[src/sv/double_ended_queue_unit_defines.svh]
// Assertion macros for the double-ended queue unit.
// No dependencies; taken in by `include where assertions are written.
`ifndef DOUBLE_ENDED_QUEUE_UNIT_DEFINES_SVH
`define DOUBLE_ENDED_QUEUE_UNIT_DEFINES_SVH

// Check that cons holds in the cycle after ante.
`define DEQ_ASSERT_NEXT(lbl, clk, rst, ante, cons, msg) \
   lbl: assert property (@(posedge clk) disable iff (rst) (ante) |=> (cons)) else $error(msg);

// Check that cons holds in the same cycle as ante.
`define DEQ_ASSERT_SAME(lbl, clk, rst, ante, cons, msg) \
   lbl: assert property (@(posedge clk) disable iff (rst) (ante) |-> (cons)) else $error(msg);

`endif

[src/sv/deq_pkg.sv]
// Constants, codes and types shared by the double-ended queue unit.
// No dependencies.
`default_nettype none
package deq_pkg;
   localparam int DEPTH        = 16;
   localparam int DATA_WIDTH   = 32;
   localparam int ADDR_WIDTH   = $clog2(DEPTH);
   localparam int COUNT_WIDTH  = $clog2(DEPTH + 1);
   localparam int SUM_WIDTH    = COUNT_WIDTH + 1;
   localparam int OP_WIDTH     = 3;
   localparam int STATUS_WIDTH = 2;
   localparam int LENGTH_WIDTH = 5;

   typedef logic [ADDR_WIDTH-1:0]   addr_type;
   typedef logic [COUNT_WIDTH-1:0]  count_type;
   typedef logic [SUM_WIDTH-1:0]    sum_type;
   typedef logic [OP_WIDTH-1:0]     op_type;
   typedef logic [STATUS_WIDTH-1:0] status_type;
   typedef logic [LENGTH_WIDTH-1:0] length_type;
   typedef logic [DATA_WIDTH-1:0]   data_type;

   localparam op_type OP_PUSH_REAR  = 3'd0;
   localparam op_type OP_POP_FRONT  = 3'd1;
   localparam op_type OP_PUSH_FRONT = 3'd2;
   localparam op_type OP_POP_REAR   = 3'd3;
   localparam op_type OP_CLEAR      = 3'd4;

   localparam status_type ST_OK    = 2'd0;
   localparam status_type ST_EMPTY = 2'd1;
   localparam status_type ST_FULL  = 2'd2;
endpackage
`default_nettype wire

[src/sv/deq_ram.sv]
// Generic single-write, single-read RAM with a registered read port.
// No dependencies.
`default_nettype none
module deq_ram #(
   parameter int WIDTH = 32,
   parameter int DEPTH = 16,
   localparam int ADDR_WIDTH = $clog2(DEPTH)
) (
   input  wire logic                  clock,
   input  wire logic                  wr_en,
   input  wire logic [ADDR_WIDTH-1:0] wr_addr,
   input  wire logic [WIDTH-1:0]      wr_data,
   input  wire logic [ADDR_WIDTH-1:0] rd_addr,
   output logic      [WIDTH-1:0]      rd_data
);
   logic [WIDTH-1:0] mem [DEPTH];

   always_ff @(posedge clock) begin
      if (wr_en) begin
         mem[wr_addr] <= wr_data;
      end
      rd_data <= mem[rd_addr];
   end
endmodule
`default_nettype wire

[src/sv/double_ended_queue_unit.sv]
// Top level of the double-ended queue unit: pointers, count and response stage.
// Depends on deq_pkg, deq_ram and double_ended_queue_unit_defines.svh.
//
//   channel  | handshake           | beats
//   request  | start, busy         | req_operation, req_data_in
//   response | rsp_strobe          | rsp_data_out, rsp_status, rsp_length, rsp_is_empty
//
// One request beat per cycle while busy is low; its response beat comes in the cycle
// after acceptance: the RAM read is registered, and a pop reads the RAM at acceptance.
// busy is high during reset and in the cycle after it, and low otherwise.
// The response strobe lasts one cycle; the receiver cannot stall it.
`default_nettype none
`include "double_ended_queue_unit_defines.svh"
module double_ended_queue_unit (
   input  wire logic        clock,
   input  wire logic        reset,
   input  wire logic        start,
   output logic             busy,
   input  wire logic [2:0]  req_operation,
   input  wire logic [31:0] req_data_in,
   output logic             rsp_strobe,
   output logic [31:0]      rsp_data_out,
   output logic [1:0]       rsp_status,
   output logic [4:0]       rsp_length,
   output logic             rsp_is_empty
);
   logic                  busy_ff;
   deq_pkg::addr_type     head_ff, head_in;
   deq_pkg::count_type    count_ff, count_in;
   logic                  strobe_ff;
   logic                  pop_ok_ff, pop_ok_in;
   deq_pkg::status_type   status_ff, status_in;
   deq_pkg::count_type    length_ff;
   logic                  accept;
   logic                  full, empty;
   deq_pkg::sum_type      rear_sum;
   deq_pkg::addr_type     rear_slot, last_slot, head_dec, head_inc;
   logic                  wr_en;
   deq_pkg::addr_type     wr_addr, rd_addr;
   deq_pkg::data_type     rd_data;

   assign accept = start & ~busy_ff;
   assign full   = (count_ff >= deq_pkg::count_type'(deq_pkg::DEPTH));
   assign empty  = (count_ff == '0);

   always_comb begin
      rear_sum = deq_pkg::sum_type'(head_ff) + deq_pkg::sum_type'(count_ff);
      if (rear_sum >= deq_pkg::sum_type'(deq_pkg::DEPTH)) begin
         rear_sum = rear_sum - deq_pkg::sum_type'(deq_pkg::DEPTH);
      end
      rear_slot = deq_pkg::addr_type'(rear_sum);
      last_slot = (rear_slot == '0) ? deq_pkg::addr_type'(deq_pkg::DEPTH - 1)
                                    : rear_slot - 1'b1;
      head_dec  = (head_ff == '0) ? deq_pkg::addr_type'(deq_pkg::DEPTH - 1)
                                  : head_ff - 1'b1;
      head_inc  = (head_ff == deq_pkg::addr_type'(deq_pkg::DEPTH - 1)) ? '0
                                                                     : head_ff + 1'b1;
   end

   always_comb begin
      head_in   = head_ff;
      count_in  = count_ff;
      wr_en     = 1'b0;
      wr_addr   = rear_slot;
      rd_addr   = head_ff;
      status_in = deq_pkg::ST_OK;
      pop_ok_in = 1'b0;
      case (req_operation)
         deq_pkg::OP_PUSH_REAR: begin
            if (full) begin
               status_in = deq_pkg::ST_FULL;
            end else begin
               wr_en    = 1'b1;
               count_in = count_ff + 1'b1;
            end
         end
         deq_pkg::OP_PUSH_FRONT: begin
            if (full) begin
               status_in = deq_pkg::ST_FULL;
            end else begin
               wr_en    = 1'b1;
               wr_addr  = head_dec;
               head_in  = head_dec;
               count_in = count_ff + 1'b1;
            end
         end
         deq_pkg::OP_POP_FRONT: begin
            if (empty) begin
               status_in = deq_pkg::ST_EMPTY;
            end else begin
               pop_ok_in = 1'b1;
               head_in   = head_inc;
               count_in  = count_ff - 1'b1;
            end
         end
         deq_pkg::OP_POP_REAR: begin
            if (empty) begin
               status_in = deq_pkg::ST_EMPTY;
            end else begin
               pop_ok_in = 1'b1;
               rd_addr   = last_slot;
               count_in  = count_ff - 1'b1;
            end
         end
         deq_pkg::OP_CLEAR: begin
            head_in  = '0;
            count_in = '0;
         end
         default: begin
         end
      endcase
   end

   deq_ram #(
      .WIDTH (deq_pkg::DATA_WIDTH),
      .DEPTH (deq_pkg::DEPTH)
   ) u_entry_ram (
      .clock   (clock),
      .wr_en   (wr_en & accept),
      .wr_addr (wr_addr),
      .wr_data (req_data_in),
      .rd_addr (rd_addr),
      .rd_data (rd_data)
   );

   always_ff @(posedge clock) begin
      if (reset) begin
         busy_ff   <= 1'b1;
         head_ff   <= '0;
         count_ff  <= '0;
         strobe_ff <= 1'b0;
      end else begin
         busy_ff   <= 1'b0;
         strobe_ff <= accept;
         if (accept) begin
            head_ff  <= head_in;
            count_ff <= count_in;
         end
      end
   end

   always_ff @(posedge clock) begin
      if (accept) begin
         pop_ok_ff <= pop_ok_in;
         status_ff <= status_in;
         length_ff <= count_in;
      end
   end

   assign busy         = busy_ff;
   assign rsp_strobe   = strobe_ff;
   assign rsp_data_out = pop_ok_ff ? rd_data : '0;
   assign rsp_status   = status_ff;
   assign rsp_length   = deq_pkg::length_type'(length_ff);
   assign rsp_is_empty = (length_ff == '0);

   `DEQ_ASSERT_NEXT(a_beat_follows, clock, reset, accept, rsp_strobe, "missing response beat")
   `DEQ_ASSERT_NEXT(a_no_spurious, clock, reset, !accept, !rsp_strobe, "spurious response beat")
   `DEQ_ASSERT_SAME(a_count_range, clock, reset, 1'b1,
      count_ff <= deq_pkg::count_type'(deq_pkg::DEPTH), "entry count beyond depth")
   `DEQ_ASSERT_SAME(a_full_length, clock, reset, rsp_strobe && rsp_status == deq_pkg::ST_FULL,
      rsp_length == deq_pkg::length_type'(deq_pkg::DEPTH), "full status with spare room")
   `DEQ_ASSERT_SAME(a_empty_length, clock, reset, rsp_strobe && rsp_status == deq_pkg::ST_EMPTY,
      rsp_length == '0 && rsp_data_out == '0, "empty status with entries or data")
endmodule
`default_nettype wire
[config.mk]
export PLATFORM = sky130hd
export DESIGN_NAME = double_ended_queue_unit
export DESIGN_NICKNAME = d
export VERILOG_FILES = /design/src/sv/deq_pkg.sv /design/src/sv/deq_ram.sv /design/src/sv/double_ended_queue_unit.sv
export VERILOG_INCLUDE_DIRS = /design/src /design/src/sv
export SDC_FILE = /design/constraint.sdc
export NUM_CORES = 1
export LEC_CHECK = 0
export BUFFER_PORTS_ARGS = -buffer_cell sky130_fd_sc_hd__buf_2
export CORE_ASPECT_RATIO = 0.7
export CORE_MARGIN = 2
export CORE_UTILIZATION = 45
export CTS_BUF_LIST = sky130_fd_sc_hd__clkbuf_8
export CTS_CLUSTER_SIZE = 28
export DETAILED_ROUTE_END_ITERATION = 7
export REMOVE_ABC_BUFFERS = 1
export SYNTH_ARGS = -nofsm -noshare
export SYNTH_HDL_FRONTEND = slang
export SYNTH_SLANG_ARGS = --single-unit
[constraint.sdc]
create_clock -name clock -period 5.6 [get_ports clock]
set_clock_uncertainty 0.05 [all_clocks]
set_input_delay 1.4 -clock clock [delete_from_list [all_inputs] [get_ports clock]]
set_output_delay 1.4 -clock clock [all_outputs]
set_load 0.02 [all_outputs]
; ---- After elaboration in Yosys (flattened, before gate mapping)
; Memory sizes are Yosys's and may differ from the RTL's. A register that Yosys moved wholly into a read port is not among the register bits.
; Cells that the tools add are included.
[totals]
reg_bits = 19
mem_bits_rw = 512
wordCells = 60
inputBits = 38
memories = 1
[memory_table]
columns = name, depth, word_bits, rd, rd_ports_with_merged_regs, wr, line_no
row1 = u_entry_ram.mem, 16, 32, 1, 1, 1, deq_ram.sv:16  ; logic [WIDTH-1:0] mem [DEPTH];
[op_classes]
n_addsub = 7
n_eq_ne = 7
order_cmp = 2
bitwise_logic = 3
n_mux = 24
n_reduce_logical = 9
[ops]
columns = cell, count
row1 = $mux W4, 10
row2 = $mux W32, 1
row3 = $pmux W5 S3, 1
row4 = $pmux W4 S3, 1
row5 = $sub A4 B1 Y4 const B, 3
row6 = $logic_not A5 Y1, 2
row7 = $mux W5, 2
row8 = $logic_not A4 Y1, 2
row9 = $mux W1, 7
row10 = $add A4 B5 Y6, 1
row11 = $eq A3 B2 Y1 const B, 2
row12 = $ge A6 B5 Y1 const B, 1
row13 = $add A5 B1 Y5 const B, 1
row14 = $ge A5 B5 Y1 const B, 1
row15 = $sub A5 B1 Y5 const B, 1
row16 = $add A4 B1 Y4 const B, 1
row17 = $eq A4 B4 Y1 const B, 1
row18 = $ne A2 B2 Y1 const B, 2
row19 = $pmux W2 S2, 1
row20 = $reduce_and A4 Y1, 1
row21 = $reduce_or A2 Y1, 2
row22 = $eq A3 B1 Y1 const B, 1
row23 = $eq A3 B3 Y1 const B, 1
row24 = $logic_not A3 Y1, 1
row25 = other kinds (4), 5

; ---- Logic depth before layout (Yosys ltp)
; Gate-level depths: netlist (run 1).
[depth]
ltp_word = 7
mapped_depth = 16
ltp_nobuf = 10

; ---- Cells and area by module
; From an unflattened synthesis (run 1), not the netlist that was laid out.
[hier_totals]
hier_cells = 1054
hier_area_um2 = 21599.5
[by_module_without_submodules]
columns = mod, cells_per_inst, seq_area_each_um2, n_inst, area_per_inst_um2
row1 = deq_ram, 838, 16015.4, 1, 19835.3
row2 = double_ended_queue_unit, 216, 460.4, 1, 1764.2

; ---- Worst setup path after synthesis (run 1)
; Ideal clock, no wire load.
[synth_path]
kind = in2reg
startpoint = in req_operation[0]
endpoint = mem u_entry_ram.mem[11][0] (enable)
required_ns = 5.089
t_arrival_ns = 4.931
path_buffers = 2
path_stages = 8
setup_time_ns = 0.461
slack_ns = 0.158
cell_sequence = buf_2 > nor3_1 > and2_1 > clkbuf_1 > nor2_1 > a31oi_1 > nand2_1 > nor3_1
[synth_via]
elab_chain_cells = 6
[synth_rtl]
columns = element, line_no
row1 = from (decl), double_ended_queue_unit.sv:19  ; input wire logic [2:0] req_operation,
row2 = $eq A3 B2 Y1 or $logic_not A3 Y1 (tied branches), double_ended_queue_unit.sv:68  ; case (req_operation)
row3 = $reduce_or A2 Y1 (no line), -
row4 = $mux W1, -
row5 = $and A1 B1 Y1, double_ended_queue_unit.sv:119  ; .wr_en (wr_en & accept),
row6 = $mux W1, deq_ram.sv:19  ; if (wr_en) begin
row7 = $mux W1 (implied by the code), deq_ram.sv:20  ; mem[wr_addr] <= wr_data;
row8 = to (decl), deq_ram.sv:16
; Parallel ways exist; a longest one is shown, timed or not.

; ---- Final worst setup path (run 1)
[layout_path]
startpoint = in req_operation[2]
endpoint = reg u_entry_ram.rd_data[9], read port of u_entry_ram.mem
[layout_via]
elab_chain_cells = 2
[layout_rtl]
columns = element, line_no
row1 = $eq A3 B2 Y1, double_ended_queue_unit.sv:68
row2 = $mux W4, double_ended_queue_unit.sv:68
row3 = to (decl), deq_ram.sv:14  ; output logic [WIDTH-1:0] rd_data
; Every way passes these cells.
; A chain may end at the register's enable or synchronous reset.

==> results of run 1 <==
## worst max-delay path by stage
stage,startpoint,to,slack [ns],depth (start not counted)
5_1_grt,count_ff[0]$_SDFFE_PP0P_,u_entry_ram.rd_data[19]$_DFF_P_,1.72,11
2_1_floorplan,head_ff[0]$_SDFFE_PP0P_,u_entry_ram.rd_data[0]$_DFF_P_,-8.91,9
4_1_cts,req_operation[2],u_entry_ram.rd_data[1]$_DFF_P_,1.92,8
3_5_place_dp,req_operation[2],u_entry_ram.rd_data[5]$_DFF_P_,1.18,8
3_3_place_gp,req_operation[2],u_entry_ram.rd_data[3]$_DFF_P_,1.24,8
6_report,req_operation[2],u_entry_ram.rd_data[9]$_DFF_P_,1.86,8
## state kept, by name, summed over array words and instances (netlist names)
signal	cells
u_entry_ram.mem	512
rsp_status	2
head_ff	4
busy	1
rsp_length	5
u_entry_ram.rd_data	32
rsp_strobe	1
pop_ok_ff	1
count_ff	5
## report_power, final
group | internal [mW] | switching (mW) | leakage, nW
Clock | 1.89 | 1.64 | 1.02
Sequential | 4.66 | 0.0336 | 5.04
Combinational | 0.486 | 0.714 | 3.55
## kinds of logic after synthesis
kind of cell | after synthesis | share of synthesized area (%)
flops | 563 | 61.6
buf+inv | 160 | 2.72
compound gates | 334 | 8.68
simple gates | 379 | 6.20
mux | 291 | 20.2
fa+ha+maj | 11 | 0.542
xor+xnor | 4 | 0.131
## per-stage QoR
step	total power [mW]	instance area (um2)
floorplan	5.70	26100
global placement	5.97	28100
detailed placement	5.98	28100
CTS	9.50	29900
global route	9.77	29900
finish	9.42	29900
## layout make-up
| class | count | area [um2] |
|---|---|---|
| Fill cell | 4869 | 28700 |
| Sequential cell | 563 | 16500 |
| Inverter | 10 | 37.5 |
| Clock buffer | 101 | 1390 |
| Multi-Input combinational cell | 1019 | 9700 |
| Timing Repair Buffer | 134 | 833 |
| Clock inverter | 64 | 415 |
| Tap cell | 798 | 998 |
## layout by cell type (no fill, tap or decap), drive strengths merged, types with 34 or more instances in the layout
cell type  instances
edfxtp           520
nand2            236
mux4             192
buf              134
clkbuf           101
a21oi             75
mux2              65
nor2              55
dfxtp             43
o21ai             42
inv               39
and2              37
mux2i             34
## per-layer routing
metal / part of all wire, % / routed length, um / GRT usage (%)
met1: 44 / 30600 / 32.6
met2: 46 / 32000 / 34.9
met3: 6.9 / 4740 / 4.61
met4: 2.5 / 1760 / 7.49
met5: 0.020 / 14 / 0
## worst max-delay path, delay by kind of cell
| family | cells | cell delay (ns) |
|---|---|---|
| buffers and inverters | 2 | 0.90 |
| AND/OR/NAND/NOR | 3 | 1.21 |
| AO/OA/AOI/OAI | 2 | 0.36 |
| multiplexers | 1 | 0.39 |
## synthesized netlist by cell type, types with 33 or more instances
cell type	number	area share (%)
and2_1	37	0.86
clkbuf_1	92	1.3
edfxtp_1	520	58
nor2_1	55	0.77
dfxtp_1	43	3.2
mux4_2	192	16
mux2_2	40	1.7
nand2_1	236	3.3
a21oi_1	75	1.4
buf_2	39	0.73
mux2i_1	34	1.3
o21ai_0	41	0.77
a31oi_1	33	0.77
o22ai_1	33	0.77
==> out/qor.csv, run 1 <==
stage,metric,value,unit
hold_path,min-delay-start,count_ff[1]$_SDFFE_PP0P_,
route,drc,0,
placed_design,port_buffers,79,
hold_path,hp-class,reg -> reg,
worst_setup_path,worstPathRequired,6.14,ns
global_route,antenna_found_initial,2,
worst_setup_path,critPathKind,in -> reg,
timing,whs,0.580,ns
cts,clockRootBuffer,clkbuf_8,
timing,fin_tns_setup,0,ns
cts,cts_tree,built,
synthesis,async_flop_share,0,%
floorplanning,die_w,295,um
cts,cts_buffers,89,
placed_design,pre_cts_ws,1.18,ns
hold_path,min_to,count_ff[1]$_SDFFE_PP0P_,
placed_design,place_congestion,0.771,
worst_setup_path,reg2regPathDepth,11,
cts,cts_max_level,3,
floorplanning,pin_count,80,
global_route,grt_pass1_vias,16900,
global_route,grt_pass1_wl,105000,um
cells_and_area,final_nets,1866,
route,drtPass1Iterations,6,
timing,setup_ws,1.86,ns
placed_design,dp_hpwl,38100,um
synthesis,syn_area,26800,um2
timing,relSlewSlack,21.0,%
global_route,overflow,0,
pwr,leakage,9.62,nW
cells_and_area,finalNonFillerCells,2689,
cells_and_area,drive_above_1_share,27.9,%
cells_and_area,area_growth,11.6,%
synthesis,ys_ff_latch,563,
worst_setup_path,cp_cell_sequence,buf_2 > nand3b_4 > nand2b_4 > a211o_1 > and2_2 > buf_4 > mux2_1 > a32oi_1,
timing,finalHoldViolations,0,
cts,cts-hold-fix-buffers,0,
timing,rsz0062_at_grt,no,
placed_design,dp_cells,2524,
synthesis,synth-edff-count,520,
global_route,track_usage,22.8,%
synthesis,synth_warnings,0,
route,via_per_inst,6.17,
timing,max_freq,267,MHz
synthesis,ys_types,63,
floorplanning,initial_core_util,45.7,%
timing,worst_slew_pin_slew,1.18,ns
cells_and_area,diodes,0,
timing,layout_worst_path_cycle_share,66.9,%
worst_setup_path,cpPeakStageDelay,0.73,ns
worst_setup_path,slowest_stage,buf_4,
worst_setup_path,reg2reg_from,count_ff[0]$_SDFFE_PP0P_,
cts,cts_setup_buffers,0,
route,routed_wl,69100,um
timing,report.final.slew_viol_count,0,
floorplanning,row_count,74,
worst_setup_path,critPathCaptureType,flip-flop,
floorplanning,die_area,61500,um2
cts,cts_resized,0,
cts,clk_pin_slew,0.06,ns
synthesis,synth_seq_area_share,61.6,%
route,drtAntennaViolNets,0,
worst_setup_path,rr_endpoint,u_entry_ram.rd_data[19]$_DFF_P_,
route,drtIter0Drc,1512,
cells_and_area,post-route-util,51.0,%
hold_path,hold_path_depth,2,
global_route,grt_max_degree,129,
timing,setup_violations,0,
timing,finalWorstPathRequiredPeriod,3.74,ns
synthesis,synthFlopType,edfxtp_1,
pwr,p_per_area,315,nW/um2
cts,cts_sinks,563,
route,wl_per_cell,25.7,um
pwr,vdd_drop_max,0.203,mV
floorplanning,core,58500,um2
cts,insertion_delay,0.68,ns
synthesis,post_synth.cell_area_avg,15.4,um2
worst_setup_path,worst_setup_path_start_kind,primary input,
floorplanning,die_y,208,um
synthesis,syn_inst,1742,
worst_setup_path,r2r_slack,1.89,ns
outcome,status,"finished, final reports clean",
worst_setup_path,cp.arrival,4.29,ns
worst_setup_path,critPathMaxFanout,64,
route,vias,16600,
run,cap_violations,0,
cts,cts_max_path_buffers,3,
Power figures use the tool's default switching activity.
==> run 2, diff against run 1 <==
--- a/config.mk
+++ b/config.mk
@@ -6,6 +6,7 @@
 export SDC_FILE = /design/constraint.sdc
 export NUM_CORES = 1
 export LEC_CHECK = 0
+export ABC_AREA = 1
 export BUFFER_PORTS_ARGS = -buffer_cell sky130_fd_sc_hd__buf_2
 export CORE_ASPECT_RATIO = 0.7
 export CORE_MARGIN = 2
==> constraint.sdc (replaced) <==
create_clock -name clock -period 3.85 [get_ports clock]
set_clock_uncertainty 0.05 [all_clocks]
set_input_delay 0.9625 -clock clock [delete_from_list [all_inputs] [get_ports clock]]
set_output_delay 0.9625 -clock clock [all_outputs]
set_load 0.02 [all_outputs]
==> run 2 against run 1 <==
Cell count grew 17%. Total power grew 41%. Clock-buffer cell count grew 4. Largest power group unchanged. Die area shrank 9.3%.
==> out/qor.csv, run 2 <==
stage,metric,value,unit,change
cts,cts_tree,built,,unchanged
synthesis,ys_types,35,,was 63
timing,layout_worst_path_cycle_share,84.9,%,
synthesis,ys_ff_latch,563,,unchanged
cells_and_area,top_register,u_entry_ram.mem,,unchanged
pwr,p_total,13.3,mW,was 9.42 mW
synthesis,synth_warnings,0,,unchanged
synthesis,synth-edff-count,520,,unchanged
floorplanning,die_w,281,um,was 295 um
cts,cts-hold-fix-buffers,0,,unchanged
timing,rsz0062_at_grt,no,,unchanged
timing,finalWorstPathRequiredPeriod,3.27,ns,
synthesis,async_flop_share,0,%,unchanged
timing,worst_slew_pin_slew,0.808,ns,was 1.18 ns
cts,cts_setup_buffers,0,,unchanged
floorplanning,die_y,198,um,was 208 um
synthesis,yosysTopAreaCellShare,64.5,%,was 58.4%
synthesis,post_synth.cell_area_avg,10.7,um2,was 15.4 um2
cells_and_area,area_growth,13.8,%,was 11.6%
cells_and_area,mostFrequentLayoutCell,nand3_1,,was edfxtp_1
worst_setup_path,critPathCaptureType,flip-flop,,unchanged
route,routed_wl,63600,um,was 69100 um
global_route,grt_pass1_vias,16500,,was 16.9k
timing,setup_violations,0,,unchanged
synthesis,synth_seq_area_share,68.0,%,was 61.6%
timing,max_freq,306,MHz,
cts,cts_sinks,563,,unchanged
worst_setup_path,cp.arrival,3.77,ns,was 4.29 ns
cts,cts_max_level,3,,unchanged
floorplanning,row_count,71,,was 74
cells_and_area,fillers,4814,,was 4869
global_route,grt_max_degree,148,,was 129
outcome,status,"finished, final reports clean",,unchanged
timing,report.final.slew_viol_count,0,,unchanged
synthesis,synthFlopType,edfxtp_1,,unchanged
cells_and_area,final_nets,2394,,was 1866
floorplanning,core,53500,um2,was 58500 um2
cts,cts_resized,0,,unchanged
global_route,overflow,0,,unchanged
cells_and_area,reg.largest.list,"u_entry_ram.mem (512), u_entry_ram.rd_data (32)",,unchanged
cts,insertion_delay,0.68,ns,about the same
route,via_per_inst,5.35,,was 6.17
worst_setup_path,worst_path_most_repeated_cell,nand2_1,,
worst_setup_path,cp_cell_sequence,ha_1 > fa_1 > or2_2 > nand2_1 > o21ai_0 > nand2_1 > nand3b_1 > nand2_2 > clkinv_1 > buf_4 > nand3_1 > nand2_1,,was buf_2 > nand3b_4 > nand2b_4 > a211o_1 > and2_2 > buf_4 > mux2_1 > a32oi_1
timing,fin_tns_setup,0,ns,unchanged
global_route,antenna_found_initial,0,,was 2
cts,cts_max_path_buffers,3,,unchanged
floorplanning,pin_count,80,,unchanged
cts,clockRootBuffer,clkbuf_8,,unchanged
placed_design,place_congestion,0.857,,was 0.771
synthesis,yosys-top-cells-area,"edfxtp_1 64%, nand3_1 14%, nand2_1 7.2%",,"was edfxtp_1 58%, mux4_2 16%, nand2_1 3.3%"
global_route,grt_pass1_wl,98200,um,was 105000 um
cells_and_area,multi_input_area,6110,um2,was 9700 um2
synthesis,syn_inst,2257,,was 1742
cells_and_area,drive_above_1_share,12.1,%,was 27.9%
synthesis,synth_common_cells,"656 x nand3_1, 520 x edfxtp_1, 464 x nand2_1, 293 x inv_1, 104 x buf_2",,"was 520 x edfxtp_1, 236 x nand2_1, 192 x mux4_2, 92 x clkbuf_1, 75 x a21oi_1"
cells_and_area,largest_register_ffs,512,,unchanged
run,cap_violations,0,,unchanged
floorplanning,initial_core_util,45.3,%,was 45.7%
hold_path,hp-class,in -> reg,,was reg -> reg
route,drtAntennaViolNets,0,,unchanged
cts,clk_pin_slew,0.06,ns,about the same
timing,relSlewSlack,46.1,%,was 21.0%
floorplanning,die_area,55700,um2,was 61500 um2
route,vias,16800,,was 16.6k
cts,cts_buffers,87,,was 89
cells_and_area,final_cell_mix,"655 x nand3_1, 520 x edfxtp_1, 461 x nand2_1",,"was 520 x edfxtp_1, 236 x nand2_1, 192 x mux4_2"
timing,finalHoldViolations,0,,unchanged
worst_setup_path,worstPathRequired,4.36,ns,was 6.14 ns
placed_design,pre_cts_ws,0.467,ns,was 1.18 ns
cells_and_area,area.sequential,16500,um2,about the same
pwr,leakage,11.3,nW,was 9.62 nW
worst_setup_path,cpPeakStageDelay,0.56,ns,was 0.73 ns
route,wl_per_cell,20.2,um,was 25.7 um
worst_setup_path,slowest_stage,clkinv_1,,was buf_4
cells_and_area,fin_area,27600,um2,was 29900 um2
worst_setup_path,critPathKind,reg -> reg,,was in -> reg
pwr,p_per_area,482,nW/um2,was 315 nW/um2
pwr,vdd_drop_max,0.328,mV,was 0.203 mV
placed_design,port_buffers,79,,unchanged
global_route,track_usage,23.3,%,was 22.8%
timing,setup_ws,0.583,ns,was 1.86 ns
synthesis,synth.most_common_cell,nand3_1,,was edfxtp_1
placed_design,dp_hpwl,34300,um,was 38100 um
worst_setup_path,worst_setup_path_start_kind,flip-flop,,was primary input
synthesis,yosys.area.top_type,edfxtp_1,,unchanged
route,drtPass1Iterations,5,,was 6
worst_setup_path,critPathMaxFanout,14,,was 64
placed_design,placed_cell_area,25800,um2,was 28100 um2
cells_and_area,diodes,0,,unchanged
synthesis,syn_area,24200,um2,was 26800 um2
route,drtIter0Drc,1632,,was 1512
route,drc,0,,unchanged
run 2: area by class of cell:
class,instances,share of cell area (%)
inverters,296,4.04
flip-flops and latches,563,59.8
well taps,730,3.31
clock inverters,57,1.17
clock buffers,105,5.24
multi-input cells,1262,22.2
repair buffers,135,4.28
run 2: path summary, 6_finish.rpt:
| path | cells after the start | slack [ns] | to | from |
|---|---|---|---|---|
| worst min-delay path | 1 | 0.48 | busy$_DFF_P_ | reset |
| worst min register to register | 2 | 0.58 | count_ff[2]$_SDFFE_PP0P_ | count_ff[2]$_SDFFE_PP0P_ |
| worst max register to register | 12 | 0.58 | u_entry_ram.rd_data[26]$_DFF_P_ | head_ff[0]$_SDFFE_PP0P_ |
| worst max-delay path | 12 | 0.58 | u_entry_ram.rd_data[26]$_DFF_P_ | head_ff[0]$_SDFFE_PP0P_ |
run 2: logic make-up after synthesis:
logic type	Yosys count	share of synthesized area [%]
simple gates	1208	22.9
flops	563	68.0
buf+inv	432	7.43
compound gates	38	0.878
fa+ha+maj	11	0.599
xor+xnor	5	0.181
run 2: routing by layer:
metal / vias to the layer above / global-route usage (%) / wire length, um
met5: - / 0 / 0
met4: 0 / 7.55 / 1720
met3: 128 / 3.81 / 4600
met2: 699 / 37.2 / 29000
met1: 8130 / 32.7 / 28400
li1: 7884 / - / -
run 2: power by group:
part           switching, mW  total, mW  internal [mW]  leakage (nW)
logic                   1.02       1.44          0.419          5.21
registers             0.0474       6.84           6.79          5.04
clock network           2.33       5.01           2.67          1.03
run 2: metrics by stage:
stage	hold slack (ns)	util, %	instances
6_report	0.480	51.5	3148
5_1_grt	0.453	51.5	3148
4_1_cts	0.420	51.5	3148
3_5_place_dp	0.561	48.2	2986
3_3_place_gp	0.549	48.2	2986
2_1_floorplan	0.490	-	2121
run 2: critical path: cells and delay by family, from the launching register on:
kind / cells / cell delay [ns]
buffers and inverters: 2 / 1.03
adders and majority gates: 2 / 0.68
and+or+nand+nor: 7 / 0.90
AOI/OAI and AO/OA: 1 / 0.11
DFF: 1 / 0.38
